## config.mk

```make
export PLATFORM = sky130hd
export DESIGN_NAME = weekly_alarm_with_skip_once_unit_flat
export DESIGN_NICKNAME = d
export VERILOG_FILES = /design/src/wkalarm_pkg.sv /design/src/wkalarm_if.sv /design/src/wkalarm_tables.sv /design/src/wkalarm_skip.sv /design/src/weekly_alarm_with_skip_once_unit.sv /design/src/flat_wrapper.sv
export SDC_FILE = /design/constraint.sdc
export NUM_CORES = 1
export LEC_CHECK = 0
export BUFFER_PORTS_ARGS = -buffer_cell sky130_fd_sc_hd__buf_4
export CAP_MARGIN = 10
export CORE_MARGIN = 2
export CORE_UTILIZATION = 50
export CTS_BUF_LIST = sky130_fd_sc_hd__clkbuf_8
export DETAILED_ROUTE_END_ITERATION = 12
export PLACE_DENSITY = 0.72
export SETUP_SLACK_MARGIN = 0.3
export SLEW_MARGIN = 40
export SYNTH_ARGS = -nofsm -noshare
export SYNTH_HDL_FRONTEND = slang
export SYNTH_SLANG_ARGS = --single-unit
```

## constraint.sdc

```tcl
create_clock -name clk_i -period 11.2 [get_ports clk_i]
set_clock_uncertainty 0.1 [all_clocks]
set_input_delay 1.68 -clock clk_i [delete_from_list [all_inputs] [get_ports clk_i]]
set_output_delay 1.68 -clock clk_i [all_outputs]
set_load 0.01 [all_outputs]
```

## src/wkalarm_pkg.sv

```systemverilog
// Shared types, constants and helper functions for the weekly alarm unit.
// Used by every module of the block; depends on nothing.
package wkalarm_pkg;

  localparam int unsigned NUM_DAYS = 7;

  localparam logic [4:0] WEEKDAY_WAKE_HOUR = 5'd7;
  localparam logic [4:0] WEEKEND_WAKE_HOUR = 5'd9;
  localparam logic [4:0] SLEEP_HOUR        = 5'd22;

  localparam logic [4:0] MAX_HOUR    = 5'd23;
  localparam logic [5:0] MAX_MIN_SEC = 6'd59;

  localparam logic [2:0] DAY_SUNDAY   = 3'd0;
  localparam logic [2:0] DAY_SATURDAY = 3'd6;
  localparam logic [2:0] DAY_LIMIT    = 3'd7;

  typedef enum logic [2:0] {
    OP_TICK        = 3'd0,
    OP_SET_WAKE    = 3'd1,
    OP_SET_SLEEP   = 3'd2,
    OP_ARM_SKIP    = 3'd3,
    OP_DISARM_SKIP = 3'd4
  } opcode_e;

  typedef logic [16:0]        time_entry_t;
  typedef logic signed [17:0] secs_diff_t;

  typedef struct packed {
    logic        wake_en;
    logic        sleep_en;
    logic [6:0]  days;
    time_entry_t entry;
  } tbl_wr_t;

  typedef struct packed {
    logic       tick;
    logic       arm;
    logic       disarm;
    secs_diff_t w;
    secs_diff_t s;
  } skip_ctrl_t;

  typedef struct packed {
    logic skip_once;
    logic slept_since_arm;
    logic wake_skipped;
  } skip_flags_t;

  function automatic time_entry_t pack_time(logic [4:0] h, logic [5:0] m, logic [5:0] s);
    return {h, m, s};
  endfunction

  function automatic logic [16:0] to_secs(logic [4:0] h, logic [5:0] m, logic [5:0] s);
    return 17'(17'(h) * 17'd3600) + 17'(17'(m) * 17'd60) + 17'(s);
  endfunction

  function automatic secs_diff_t diff_to(time_entry_t e, logic [4:0] h, logic [5:0] m,
                                         logic [5:0] s);
    logic [16:0] a;
    logic [16:0] b;
    a = to_secs(e[16:12], e[11:6], e[5:0]);
    b = to_secs(h, m, s);
    return $signed({1'b0, a}) - $signed({1'b0, b});
  endfunction

  // mask bit 6 is Sunday, bits 0..5 Monday..Saturday; day index 0 is Sunday
  function automatic logic [6:0] mask_to_days(logic [6:0] mask);
    return {mask[5:0], mask[6]};
  endfunction

  function automatic logic [4:0] default_wake_hour(logic [2:0] day);
    return (day == DAY_SUNDAY || day == DAY_SATURDAY) ? WEEKEND_WAKE_HOUR
                                                      : WEEKDAY_WAKE_HOUR;
  endfunction

endpackage

```

## src/wkalarm_if.sv

```systemverilog
// Valid/ready channel interfaces for the weekly alarm unit.
// Depends on nothing; carries the input item and the result item.
interface wkalarm_in_if;
  logic       valid;
  logic       ready;
  logic [2:0] opcode;
  logic [2:0] weekday;
  logic [4:0] hour;
  logic [5:0] minute;
  logic [5:0] second;
  logic [6:0] day_mask;

  modport source (output valid, opcode, weekday, hour, minute, second, day_mask,
                  input ready);
  modport sink   (input valid, opcode, weekday, hour, minute, second, day_mask,
                  output ready);
endinterface

interface wkalarm_out_if;
  logic               valid;
  logic               ready;
  logic signed [17:0] secs_to_wake;
  logic signed [17:0] secs_to_sleep;
  logic               skip_armed;
  logic               err_no_days;
  logic               err_bad_time;

  modport source (output valid, secs_to_wake, secs_to_sleep, skip_armed, err_no_days,
                  err_bad_time, input ready);
  modport sink   (input valid, secs_to_wake, secs_to_sleep, skip_armed, err_no_days,
                  err_bad_time, output ready);
endinterface

```

## src/wkalarm_tables.sv

```systemverilog
// Per-day wake and sleep time tables with masked write and one read day.
// Depends on wkalarm_pkg.
module wkalarm_tables (
  input  logic                     clk_i,
  input  logic                     rst_ni,
  input  wkalarm_pkg::tbl_wr_t     wr_i,
  input  logic [2:0]               rd_day_i,
  output wkalarm_pkg::time_entry_t wake_o,
  output wkalarm_pkg::time_entry_t sleep_o
);

  wkalarm_pkg::time_entry_t wake_q  [wkalarm_pkg::NUM_DAYS];
  wkalarm_pkg::time_entry_t sleep_q [wkalarm_pkg::NUM_DAYS];

  always_ff @(posedge clk_i or negedge rst_ni) begin
    if (!rst_ni) begin
      for (int d = 0; d < wkalarm_pkg::NUM_DAYS; d++) begin
        wake_q[d]  <= wkalarm_pkg::pack_time(wkalarm_pkg::default_wake_hour(3'(d)),
                                             6'd0, 6'd0);
        sleep_q[d] <= wkalarm_pkg::pack_time(wkalarm_pkg::SLEEP_HOUR, 6'd0, 6'd0);
      end
    end else begin
      for (int d = 0; d < wkalarm_pkg::NUM_DAYS; d++) begin
        if (wr_i.wake_en && wr_i.days[d]) begin
          wake_q[d] <= wr_i.entry;
        end
        if (wr_i.sleep_en && wr_i.days[d]) begin
          sleep_q[d] <= wr_i.entry;
        end
      end
    end
  end

  always_comb begin
    wake_o  = '0;
    sleep_o = '0;
    if (rd_day_i < wkalarm_pkg::DAY_LIMIT) begin
      wake_o  = wake_q[rd_day_i];
      sleep_o = sleep_q[rd_day_i];
    end
  end

endmodule

```

## src/wkalarm_skip.sv

```systemverilog
// Skip-once flag machine: arm, disarm and the sleep/wake stepping on ticks.
// Depends on wkalarm_pkg.
module wkalarm_skip (
  input  logic                    clk_i,
  input  logic                    rst_ni,
  input  logic                    en_i,
  input  wkalarm_pkg::skip_ctrl_t ctrl_i,
  output logic                    skip_next_o
);

  wkalarm_pkg::skip_flags_t flags_q, flags_d;

  logic sleepish, wakeish, sleep2;

  always_comb begin
    sleepish = (ctrl_i.w > 0) && (ctrl_i.s != 0);
    wakeish  = (ctrl_i.w < 0) && ((ctrl_i.s > 0) || (ctrl_i.s < ctrl_i.w));
    sleep2   = sleepish || ((ctrl_i.w < 0) && (ctrl_i.s < 0) && (ctrl_i.w < ctrl_i.s));
    flags_d  = flags_q;
    if (ctrl_i.tick) begin
      if (sleepish && flags_q.skip_once) begin
        flags_d.slept_since_arm = 1'b1;
      end
      if (wakeish && flags_d.slept_since_arm && flags_q.skip_once) begin
        flags_d.wake_skipped = 1'b1;
      end else if (!flags_q.skip_once) begin
        flags_d.slept_since_arm = 1'b0;
        flags_d.wake_skipped    = 1'b0;
      end
      if (sleep2 && flags_d.wake_skipped) begin
        flags_d = '0;
      end
    end else if (ctrl_i.arm) begin
      flags_d.skip_once = 1'b1;
    end else if (ctrl_i.disarm) begin
      flags_d.skip_once = 1'b0;
    end
  end

  always_ff @(posedge clk_i or negedge rst_ni) begin
    if (!rst_ni) begin
      flags_q <= '0;
    end else if (en_i) begin
      flags_q <= flags_d;
    end
  end

  assign skip_next_o = flags_d.skip_once;

  a_skipped_needs_slept: assert property (@(posedge clk_i) disable iff (!rst_ni)
    flags_q.wake_skipped |-> flags_q.slept_since_arm)
    else $error("wake skipped without a prior sleep");

  a_disarmed_clears: assert property (@(posedge clk_i) disable iff (!rst_ni)
    en_i && ctrl_i.tick && !flags_q.skip_once |=>
      !flags_q.slept_since_arm && !flags_q.wake_skipped)
    else $error("tick while disarmed left progress flags set");

  a_arm_sets: assert property (@(posedge clk_i) disable iff (!rst_ni)
    en_i && ctrl_i.arm && !ctrl_i.tick |=> flags_q.skip_once)
    else $error("arm item did not set skip-once");

endmodule

```

## src/weekly_alarm_with_skip_once_unit.sv

```systemverilog
// Weekly alarm unit with skip-once: input register, table lookup and difference,
// result register. Depends on wkalarm_pkg, wkalarm_if, wkalarm_tables, wkalarm_skip.
//
//   channel | dir | payload
//   in_i    | in  | opcode, weekday, hour, minute, second, day_mask
//   res_o   | out | secs_to_wake, secs_to_sleep, skip_armed, err_no_days, err_bad_time
//
// One item per cycle sustained while res_o.ready holds; a taken item passes through the
// input register, then the result register, before its result appears on res_o.
// Reset loads the default wake and sleep hours and clears all skip flags.
// A stalled result holds in the result register while one more item waits in the
// input register; in_i.ready drops only when both are full.
module weekly_alarm_with_skip_once_unit (
  input  logic  clk_i,
  input  logic  rst_ni,
  wkalarm_in_if.sink    in_i,
  wkalarm_out_if.source res_o
);

  logic       in_valid_q;
  logic [2:0] op_q;
  logic [2:0] wd_q;
  logic [4:0] hour_q;
  logic [5:0] min_q;
  logic [5:0] sec_q;
  logic [6:0] mask_q;

  logic                    out_valid_q;
  wkalarm_pkg::secs_diff_t wake_q, sleep_q;
  logic                    skip_q, err_days_q, err_time_q;

  logic adv, in_ready;
  logic is_tick, tick_ok, is_set, is_arm, is_disarm, no_days, time_ok;

  wkalarm_pkg::time_entry_t   wake_entry, sleep_entry;
  wkalarm_pkg::secs_diff_t    wake_d, sleep_d;
  wkalarm_pkg::tbl_wr_t       wr;
  wkalarm_pkg::skip_ctrl_t    ctrl;
  logic                       skip_next;

  assign adv      = in_valid_q && (!out_valid_q || res_o.ready);
  assign in_ready = !in_valid_q || adv;
  assign in_i.ready = in_ready;

  always_ff @(posedge clk_i or negedge rst_ni) begin
    if (!rst_ni) begin
      in_valid_q <= 1'b0;
    end else if (in_ready) begin
      in_valid_q <= in_i.valid;
    end
  end

  always_ff @(posedge clk_i) begin
    if (in_ready && in_i.valid) begin
      op_q   <= in_i.opcode;
      wd_q   <= in_i.weekday;
      hour_q <= in_i.hour;
      min_q  <= in_i.minute;
      sec_q  <= in_i.second;
      mask_q <= in_i.day_mask;
    end
  end

  always_comb begin
    is_tick   = 1'b0;
    is_set    = 1'b0;
    is_arm    = 1'b0;
    is_disarm = 1'b0;
    case (op_q)
      wkalarm_pkg::OP_TICK:        is_tick   = 1'b1;
      wkalarm_pkg::OP_SET_WAKE,
      wkalarm_pkg::OP_SET_SLEEP:   is_set    = 1'b1;
      wkalarm_pkg::OP_ARM_SKIP:    is_arm    = 1'b1;
      wkalarm_pkg::OP_DISARM_SKIP: is_disarm = 1'b1;
      default: ;
    endcase
  end

  assign tick_ok = is_tick && (wd_q < wkalarm_pkg::DAY_LIMIT);
  assign no_days = (mask_q == 7'd0);
  assign time_ok = (hour_q <= wkalarm_pkg::MAX_HOUR) && (min_q <= wkalarm_pkg::MAX_MIN_SEC)
                   && (sec_q <= wkalarm_pkg::MAX_MIN_SEC);

  always_comb begin
    wr.wake_en  = adv && is_set && !no_days && time_ok && (op_q == wkalarm_pkg::OP_SET_WAKE);
    wr.sleep_en = adv && is_set && !no_days && time_ok && (op_q == wkalarm_pkg::OP_SET_SLEEP);
    wr.days     = wkalarm_pkg::mask_to_days(mask_q);
    wr.entry    = wkalarm_pkg::pack_time(hour_q, min_q, sec_q);
  end

  wkalarm_tables u_tables (
    .clk_i    (clk_i),
    .rst_ni   (rst_ni),
    .wr_i     (wr),
    .rd_day_i (wd_q),
    .wake_o   (wake_entry),
    .sleep_o  (sleep_entry)
  );

  assign wake_d  = tick_ok ? wkalarm_pkg::diff_to(wake_entry, hour_q, min_q, sec_q) : '0;
  assign sleep_d = tick_ok ? wkalarm_pkg::diff_to(sleep_entry, hour_q, min_q, sec_q) : '0;

  always_comb begin
    ctrl.tick   = tick_ok;
    ctrl.arm    = is_arm;
    ctrl.disarm = is_disarm || is_set;
    ctrl.w      = wake_d;
    ctrl.s      = sleep_d;
  end

  wkalarm_skip u_skip (
    .clk_i       (clk_i),
    .rst_ni      (rst_ni),
    .en_i        (adv),
    .ctrl_i      (ctrl),
    .skip_next_o (skip_next)
  );

  always_ff @(posedge clk_i or negedge rst_ni) begin
    if (!rst_ni) begin
      out_valid_q <= 1'b0;
    end else if (adv) begin
      out_valid_q <= 1'b1;
    end else if (res_o.ready) begin
      out_valid_q <= 1'b0;
    end
  end

  always_ff @(posedge clk_i) begin
    if (adv) begin
      wake_q     <= wake_d;
      sleep_q    <= sleep_d;
      skip_q     <= skip_next;
      err_days_q <= is_set && no_days;
      err_time_q <= is_set && !no_days && !time_ok;
    end
  end

  assign res_o.valid         = out_valid_q;
  assign res_o.secs_to_wake  = wake_q;
  assign res_o.secs_to_sleep = sleep_q;
  assign res_o.skip_armed    = skip_q;
  assign res_o.err_no_days   = err_days_q;
  assign res_o.err_bad_time  = err_time_q;

  a_err_exclusive: assert property (@(posedge clk_i) disable iff (!rst_ni)
    out_valid_q |-> !(err_days_q && err_time_q))
    else $error("both error flags set on one result");

  a_nontick_zero: assert property (@(posedge clk_i) disable iff (!rst_ni)
    adv && !is_tick |=> (wake_q == '0) && (sleep_q == '0))
    else $error("non-tick result carries a nonzero difference");

  a_set_disarms: assert property (@(posedge clk_i) disable iff (!rst_ni)
    adv && is_set |=> !skip_q)
    else $error("set item left skip-once armed");

  a_full_stall: assert property (@(posedge clk_i) disable iff (!rst_ni)
    in_valid_q && out_valid_q && !res_o.ready |-> !in_ready)
    else $error("input taken while both registers are full");

endmodule
```

## src/flat_wrapper.sv

```systemverilog
// flat-port wrapper written by rule: the top's interface ports become plain ports
module weekly_alarm_with_skip_once_unit_flat 
  (clk_i, rst_ni, in_i_valid, in_i_opcode, in_i_weekday, in_i_hour, in_i_minute, in_i_second, in_i_day_mask, in_i_ready, res_o_valid, res_o_secs_to_wake, res_o_secs_to_sleep, res_o_skip_armed, res_o_err_no_days, res_o_err_bad_time, res_o_ready);
  wkalarm_in_if in_i_i ();
  wkalarm_out_if res_o_i ();
  input  logic clk_i;
  input  logic rst_ni;
  input wire logic [$bits(in_i_i.valid)-1:0] in_i_valid;
  input wire logic [$bits(in_i_i.opcode)-1:0] in_i_opcode;
  input wire logic [$bits(in_i_i.weekday)-1:0] in_i_weekday;
  input wire logic [$bits(in_i_i.hour)-1:0] in_i_hour;
  input wire logic [$bits(in_i_i.minute)-1:0] in_i_minute;
  input wire logic [$bits(in_i_i.second)-1:0] in_i_second;
  input wire logic [$bits(in_i_i.day_mask)-1:0] in_i_day_mask;
  output wire logic [$bits(in_i_i.ready)-1:0] in_i_ready;
  output wire logic [$bits(res_o_i.valid)-1:0] res_o_valid;
  output wire logic [$bits(res_o_i.secs_to_wake)-1:0] res_o_secs_to_wake;
  output wire logic [$bits(res_o_i.secs_to_sleep)-1:0] res_o_secs_to_sleep;
  output wire logic [$bits(res_o_i.skip_armed)-1:0] res_o_skip_armed;
  output wire logic [$bits(res_o_i.err_no_days)-1:0] res_o_err_no_days;
  output wire logic [$bits(res_o_i.err_bad_time)-1:0] res_o_err_bad_time;
  input wire logic [$bits(res_o_i.ready)-1:0] res_o_ready;
  assign in_i_i.valid = in_i_valid;
  assign in_i_i.opcode = in_i_opcode;
  assign in_i_i.weekday = in_i_weekday;
  assign in_i_i.hour = in_i_hour;
  assign in_i_i.minute = in_i_minute;
  assign in_i_i.second = in_i_second;
  assign in_i_i.day_mask = in_i_day_mask;
  assign in_i_ready = in_i_i.ready;
  assign res_o_valid = res_o_i.valid;
  assign res_o_secs_to_wake = res_o_i.secs_to_wake;
  assign res_o_secs_to_sleep = res_o_i.secs_to_sleep;
  assign res_o_skip_armed = res_o_i.skip_armed;
  assign res_o_err_no_days = res_o_i.err_no_days;
  assign res_o_err_bad_time = res_o_i.err_bad_time;
  assign res_o_i.ready = res_o_ready;
  weekly_alarm_with_skip_once_unit u_core (.clk_i(clk_i), .rst_ni(rst_ni), .in_i(in_i_i), .res_o(res_o_i));
endmodule
```

Yosys cells after proc, flatten, opt, wreduce, memory -nomap -nowiden
Cells that the tools add are included.
- bits in registers: 312
- input bits: 34
- output and inout port bits: 41
- word-level logic and storage cells: 136
- $add $sub $neg: 8
- multipliers: 6
- magnitude comparators: 11
- equality and inequality tests: 4
- mux-type cells: 26
- bitwise logic cells: 1
- reduce and logical (&&, ||, !) cells: 50
- operators by type and width (operator ; count):
    binary-select mux 17 bit (select 3 bit) ; 2
    2-to-1 mux 17 bit ; 6
    adder 17 x 12 -> 17 bit ; 3
    adder 17 x 6 -> 17 bit ; 3
    multiplier 5 x 8 -> 13 bit (second input constant) ; 3
    greater-than comparator 18 x 1 -> 1 bit (second input constant) ; 2
    less-than comparator 18 x 1 -> 1 bit (second input constant) ; 2
    less-than comparator 18 bit ; 2
    2-to-1 mux 18 bit ; 2
    subtractor 17 x 17 -> 18 bit ; 2
    logical AND 1 bit ; 35
    nonzero test 32 bit ; 1
    multiplier 6 x 4 -> 10 bit (second input constant) ; 3
    2-to-1 mux 1 bit ; 14
    <= comparator 6 bit (second input constant) ; 2
    logical NOT 7 bit ; 1
    == test 3 x 2 -> 1 bit (second input constant) ; 2
    <= comparator 5 bit (second input constant) ; 1
    logical OR 1 bit ; 5
    greater-or-equal comparator 4 bit (second input constant) ; 1
    logical NOT 1 bit ; 4
    NOT 3 -> 4 bit ; 1
    == test 3 x 1 -> 1 bit (second input constant) ; 1
    == test 3 bit (second input constant) ; 1
    7 further kinds ; 7

Logic depth before layout (Yosys ltp)
- depth in word-level cells: 22
- mapped depth: 43
- depth with buffers taken out: 41

Hierarchy
A second synthesis with hierarchy kept.
- cells, all modules: 1830
- area, all modules: 20821.2 µm²
- modules (own cells, without submodules) (module ; instances ; cells an instance ; area an instance (µm²)):
    wkalarm_tables ; 1 ; 795 ; 11076.9
    weekly_alarm_with_skip_once_unit ; 1 ; 924 ; 8928.6
    wkalarm_skip ; 1 ; 111 ; 815.8

Worst setup path before layout
No wires, ideal clock.
- kind: reg2reg
- start point: register u_core.wd_q[0]
- end point: register u_core.skip_q (netlist: u_core.res_o.skip_armed), data pin
- data arrival time: 9.448 ns
- path slack: 1.382 ns
- cell stages (with the launch flop): 40
- path buffers: 3
- clock period less this slack: 9.818 ns
- cell sequence: edfxtp_1 > buf_2 > buf_1 > buf_1 > mux4_2 > nor2_1 > a21oi_1 > fa_1 > inv_1 > fa_1 > fa_1 > inv_1 > fa_1 > ha_1 > nor2b_1 > o21ai_0 > a21boi_0 > o21ai_0 > [4 not listed] > nand2_1 > xor2_1 > ha_1 > or2_2 > a2111oi_0 > nand3_1 > and3_1 > nor3_1 > ha_1 > and3_1 > nand4_1 > nor2_1 > a211oi_1 > mux2i_1 > o21bai_1 > and2b_1 > o31ai_1 > o21ai_0
- RTL lines (what ; RTL line ; RTL):
    start: declaration ; weekly_alarm_with_skip_once_unit.sv:22 ; logic [2:0] wd_q;
    start signal: assignment ; weekly_alarm_with_skip_once_unit.sv:56 ; wd_q <= in_i.weekday;
    end signal: assignment ; weekly_alarm_with_skip_once_unit.sv:133 ; skip_q <= skip_next;
    end: declaration ; weekly_alarm_with_skip_once_unit.sv:30 ; logic skip_q, err_days_q, err_time_q;

Worst setup path after layout
- start point: register u_core.wd_q[1]
- end point: register u_core.skip_q (netlist: u_core.res_o.skip_armed), data pin
- cells in the longest elaborated chain, start to end: 22
- elaborated cells on any way between the ends: 46
- ends and longest elaborated chain (what ; RTL line ; RTL):
    NOT 3 -> 4 bit (not written as such) ; wkalarm_tables.sv:38, wkalarm_tables.sv:39 ;
    binary-select mux 17 bit (select 3 bit) (on tied branches) ; wkalarm_tables.sv:38, wkalarm_tables.sv:39 ;
    2-to-1 mux 17 bit (on tied branches) (2 in a row) ; wkalarm_tables.sv:38, wkalarm_tables.sv:39 ;
    2-to-1 mux 17 bit ; wkalarm_tables.sv:37 ; if (rd_day_i < wkalarm_pkg::DAY_LIMIT) begin
    multiplier 5 x 8 -> 13 bit / multiplier 6 x 4 -> 10 bit (equally long branches) ; wkalarm_pkg.sv:55 ; return 17'(17'(h) * 17'd3600) + 17'(17'(m) * 17'd60) + 17'(s);
    adder 17 x 12 -> 17 bit ; wkalarm_pkg.sv:55 ;
    adder 17 x 6 -> 17 bit ; wkalarm_pkg.sv:55 ;
    subtractor 17 x 17 -> 18 bit ; wkalarm_pkg.sv:64 ; return $signed({1'b0, a}) - $signed({1'b0, b});
    [5 not listed] ; -- ;
    2-to-1 mux 1 bit ; wkalarm_skip.sv:20 ; if (ctrl_i.tick) begin
    logical AND 1 bit (2 in a row) ; wkalarm_skip.sv:24 ; if (wakeish && flags_d.slept_since_arm && flags_q.skip_once) begin
    2-to-1 mux 1 bit ; wkalarm_skip.sv:24 ;
    2-to-1 mux 1 bit ; wkalarm_skip.sv:20 ;
    logical AND 1 bit ; wkalarm_skip.sv:30 ; if (sleep2 && flags_d.wake_skipped) begin
    2-to-1 mux 3 bit ; wkalarm_skip.sv:30 ;
    2-to-1 mux 1 bit (*) ; wkalarm_skip.sv:20 ;
    named net u_core.skip_next ; weekly_alarm_with_skip_once_unit.sv:39 ; logic skip_next;
The timed path passes the listed nets; every way through them passes the cells marked *. The select of a mux whose other input is x is not followed.
A chain may end at the register's enable or synchronous reset.

==> flow_metrics.tcl <==
set metrics [dict create \
    finalWeightedCongestion 0.9058 \
    nets 2323 \
    clk_path_buf_depth 3 \
    ir_drop_v 0.0002145 \
    diodes 0 \
    avgSynthCellArea_um2 10.37 \
    critPathCaptureType "flip-flop" \
    synth.most_common_cell "nand2_1" \
    first_iter_violations 861 \
    syn_inst 1967 \
    synth_edf_count 69 \
    arrival_ns 10.30 \
    numCtsBuffers 51 \
    syn_nets 2252 \
    wire_per_inst_um 18.74 \
    ys_ff_latch 312 \
    status "finished, final reports clean" \
    placed_area_mm2 0.02157 \
    htreeDepth 2 \
    ys.warnings.count 0 \
    grt.total_usage_pct 23.73 \
    die_area_mm2 0.04241 \
    synth_area_leaders "dfrtp_1, ha_1, edfxtp_1, mux2_2, dfstp_2" \
    stdcell_area_mm2 0.02257 \
    antenna_found_initial 0 \
    max_stage_delay_ns 0.63 \
    ys.flop_type "dfrtp_1" \
    coreArea_mm2 0.04001 \
    gr-total-overflow 0 \
    finalCriticalPeriod_ns 10.05 \
    drt-pass1-iter-count 8 \
    wl_met2_um 23770 \
    io_pins 75 \
    dr_wl_met3_um 1954 \
    yosysTopAreaCell "dfrtp_1" \
    hold_class "reg2reg" \
    die_height_um 205.9 \
    fill_cells 3415 \
    clkLatencyLatePin_ns 0.63 \
    synth_area_mm2 0.02039 \
    cts.reportedPaths.clkPinSlew_ns 0.06 \
    routed.top_layer "met4" \
    initial_core_util_pct 50.97 \
    dp_hpwl_um 35590 \
    critPathMostFrequentCell "o21ai_0" \
    p_per_area_mw_per_mm2 279.1 \
    ys_top_cells_by_count "nand2_1, ha_1, dfrtp_1" \
    routed_wl_um 48810 \
    setup_viol 0 \
    max_freq_ghz 0.09947 \
    viasPerCell 5.618 \
    period_share_pct 89.77 \
    final_util_pct 56.42 \
    die_width_um 205.9 \
    register_area_mm2 0.008203 \
    startpoint_type "flip-flop" \
    grt_max_degree 73 \
    yosysSeqAreaShare_pct 40.23 \
    drc 0 \
    synth_top_area_share_pct 24.91 \
    placedCellCount 2510 \
    cpMaxStageDelayCell "a2111oi_0" \
    leakage_uw 0.01098 \
    worst_pin_slew_ns 0.8080 \
    ys_types 78 \
    io_buffers 74 \
    wl_met1_um 21790 \
    grt_pass1_vias 14800 \
    syn2layout_area_growth_pct 10.69 \
    vias 14630 \
    clockRootBuffer "clkbuf_8" \
    ant_nets 0 \
    rsz0062_at_grt "false" \
    rows 73 \
    grt_pass1_wl_um 78690 \
    path_class "reg2reg" \
    critPathMaxFanout 24 \
    finalNonFillerCells 2604 \
    multi_input_area_mm2 0.01127 \
    maxCapViolCount 0 \
    slew_violations 0 \
    async_flop_share_pct 77.88 \
    final_layout_size_suffix_gt1_share_pct 18.28 \
    setup_tns_ns 0 \
    cp.required_ns 11.45 \
    final_hold_viol_count 0 \
    relSlewSlack_pct 46.13 \
    cts_tree "built" \
    cts_sinks 312 \
    hold_ws_ns 0.3783 \
]
## sequential cells by signal, summed over array words and instances, names as in the netlist, 5 cells and up
register,count
u_core.res_o.secs_to_sleep,18
u_core.res_o.secs_to_wake,18
u_core.sec_q,6
u_core.u_tables.wake_q,119
u_core.u_tables.sleep_q,119
u_core.mask_q,7
u_core.hour_q,5
u_core.min_q,6
## layout make-up
class                   instances  area share (%)
clock buffers                  57           3.476
clock inverters                37          0.8814
inverters                     177           2.944
multi-input cells            1394           49.91
flip-flops and latches        312           36.34
well taps                     525           2.910
repair buffers                102           3.531
## worst max-delay path: cells and delay by family (launching register included)
| kind | cells | cell delay, ns |
|---|---|---|
| flops | 1 | 0.57 |
| compound gates | 15 | 3.62 |
| buf+inv | 4 | 0.64 |
| simple gates | 8 | 1.06 |
| mux | 2 | 0.51 |
| fa+ha+maj | 7 | 3.13 |
| xor+xnor | 1 | 0.15 |
## final timing paths
kind	slack [ns]	cells past startpoint	endpoint	from
worst max-delay path	1.15	37	u_core.res_o.skip_armed$_DFFE_PP_	u_core.wd_q[1]$_DFFE_PP_
worst min-delay path	0.38	2	u_core.u_tables.sleep_q[38]$_DFFE_PN0P_	u_core.u_tables.sleep_q[38]$_DFFE_PN0P_
worst max register to register	1.15	37	u_core.res_o.skip_armed$_DFFE_PP_	u_core.wd_q[1]$_DFFE_PP_
worst min register to register	0.38	2	u_core.u_tables.sleep_q[38]$_DFFE_PN0P_	u_core.u_tables.sleep_q[38]$_DFFE_PN0P_
max in group asynchronous	8.30	3	u_core.u_tables.sleep_q[79]$_DFFE_PN0P_	rst_ni
min in group asynchronous	0.86	1	u_core.u_tables.wake_q[69]$_DFFE_PN0P_	rst_ni
## logic make-up (layout without fill, tap and decap cells)
| family | count (synthesis) | after routing | share of synthesized area (%) |
|---|---|---|---|
| XOR/XNOR | 78 | 78 | 3.350 |
| adder cells (fa/ha/maj) | 251 | 251 | 17.06 |
| AO/OA/AOI/OAI | 456 | 456 | 13.79 |
| AND/OR/NAND/NOR | 438 | 438 | 9.646 |
| flip-flops | 312 | 312 | 40.23 |
| multiplexers | 171 | 171 | 11.09 |
| buffers and inverters | 261 | 373 | 4.841 |
## cells in the final DEF, fill, tap and decap left out, drive strengths merged, types with 7 or more instances in the layout
cell    synthesis  layout
nand2         221     221
ha            206     206
dfrtp         203     203
inv           177     202
o21ai         192     192
a21oi         113     113
buf            12     102
mux2           99      99
nor2           97      97
edfxtp         69      69
xnor2          60      60
clkbuf         72      57
a21o           48      48
fa             45      45
dfstp          40      40
mux2i          38      38
mux4           34      34
xor2           18      18
and3           16      16
nor3           16      16
o21bai         15      15
o211ai         13      13
nand2b         13      13
nand3          11      11
nand4          11      11
a211oi         11      11
and2           11      11
clkinv          0      11
a21boi         10      10
nor2b          10      10
o21a            7       7
nor4            7       7
## per-layer routing
metal | vias up | track usage (%)
li1 | 7053 | -
met1 | 7190 | 31.25
met2 | 301 | 40.24
met3 | 84 | 3.437
met4 | 0 | 7.934
met5 | - | 0
## per-stage QoR
stage	setup slack, ns	power, µW
2_1_floorplan	1.382	4362
3_3_place_gp	1.285	5229
3_5_place_dp	1.062	5295
4_1_cts	1.029	6292
5_1_grt	0.3623	6849
6_report	1.146	6300
## what timing repair did
item,in CTS,in global routing
hold buffers,0,0
gates resized for setup,0,3
endpoints found under the hold margin,0,0
endpoints found under the setup margin,0,1
setup buffers,0,0
## power breakdown
group          internal, µW  switching [µW]
sequential             1330            80.8
combinational          1580            2340
clock                   493             467
total                  3410            2890
Power figures use the tool's default switching activity.
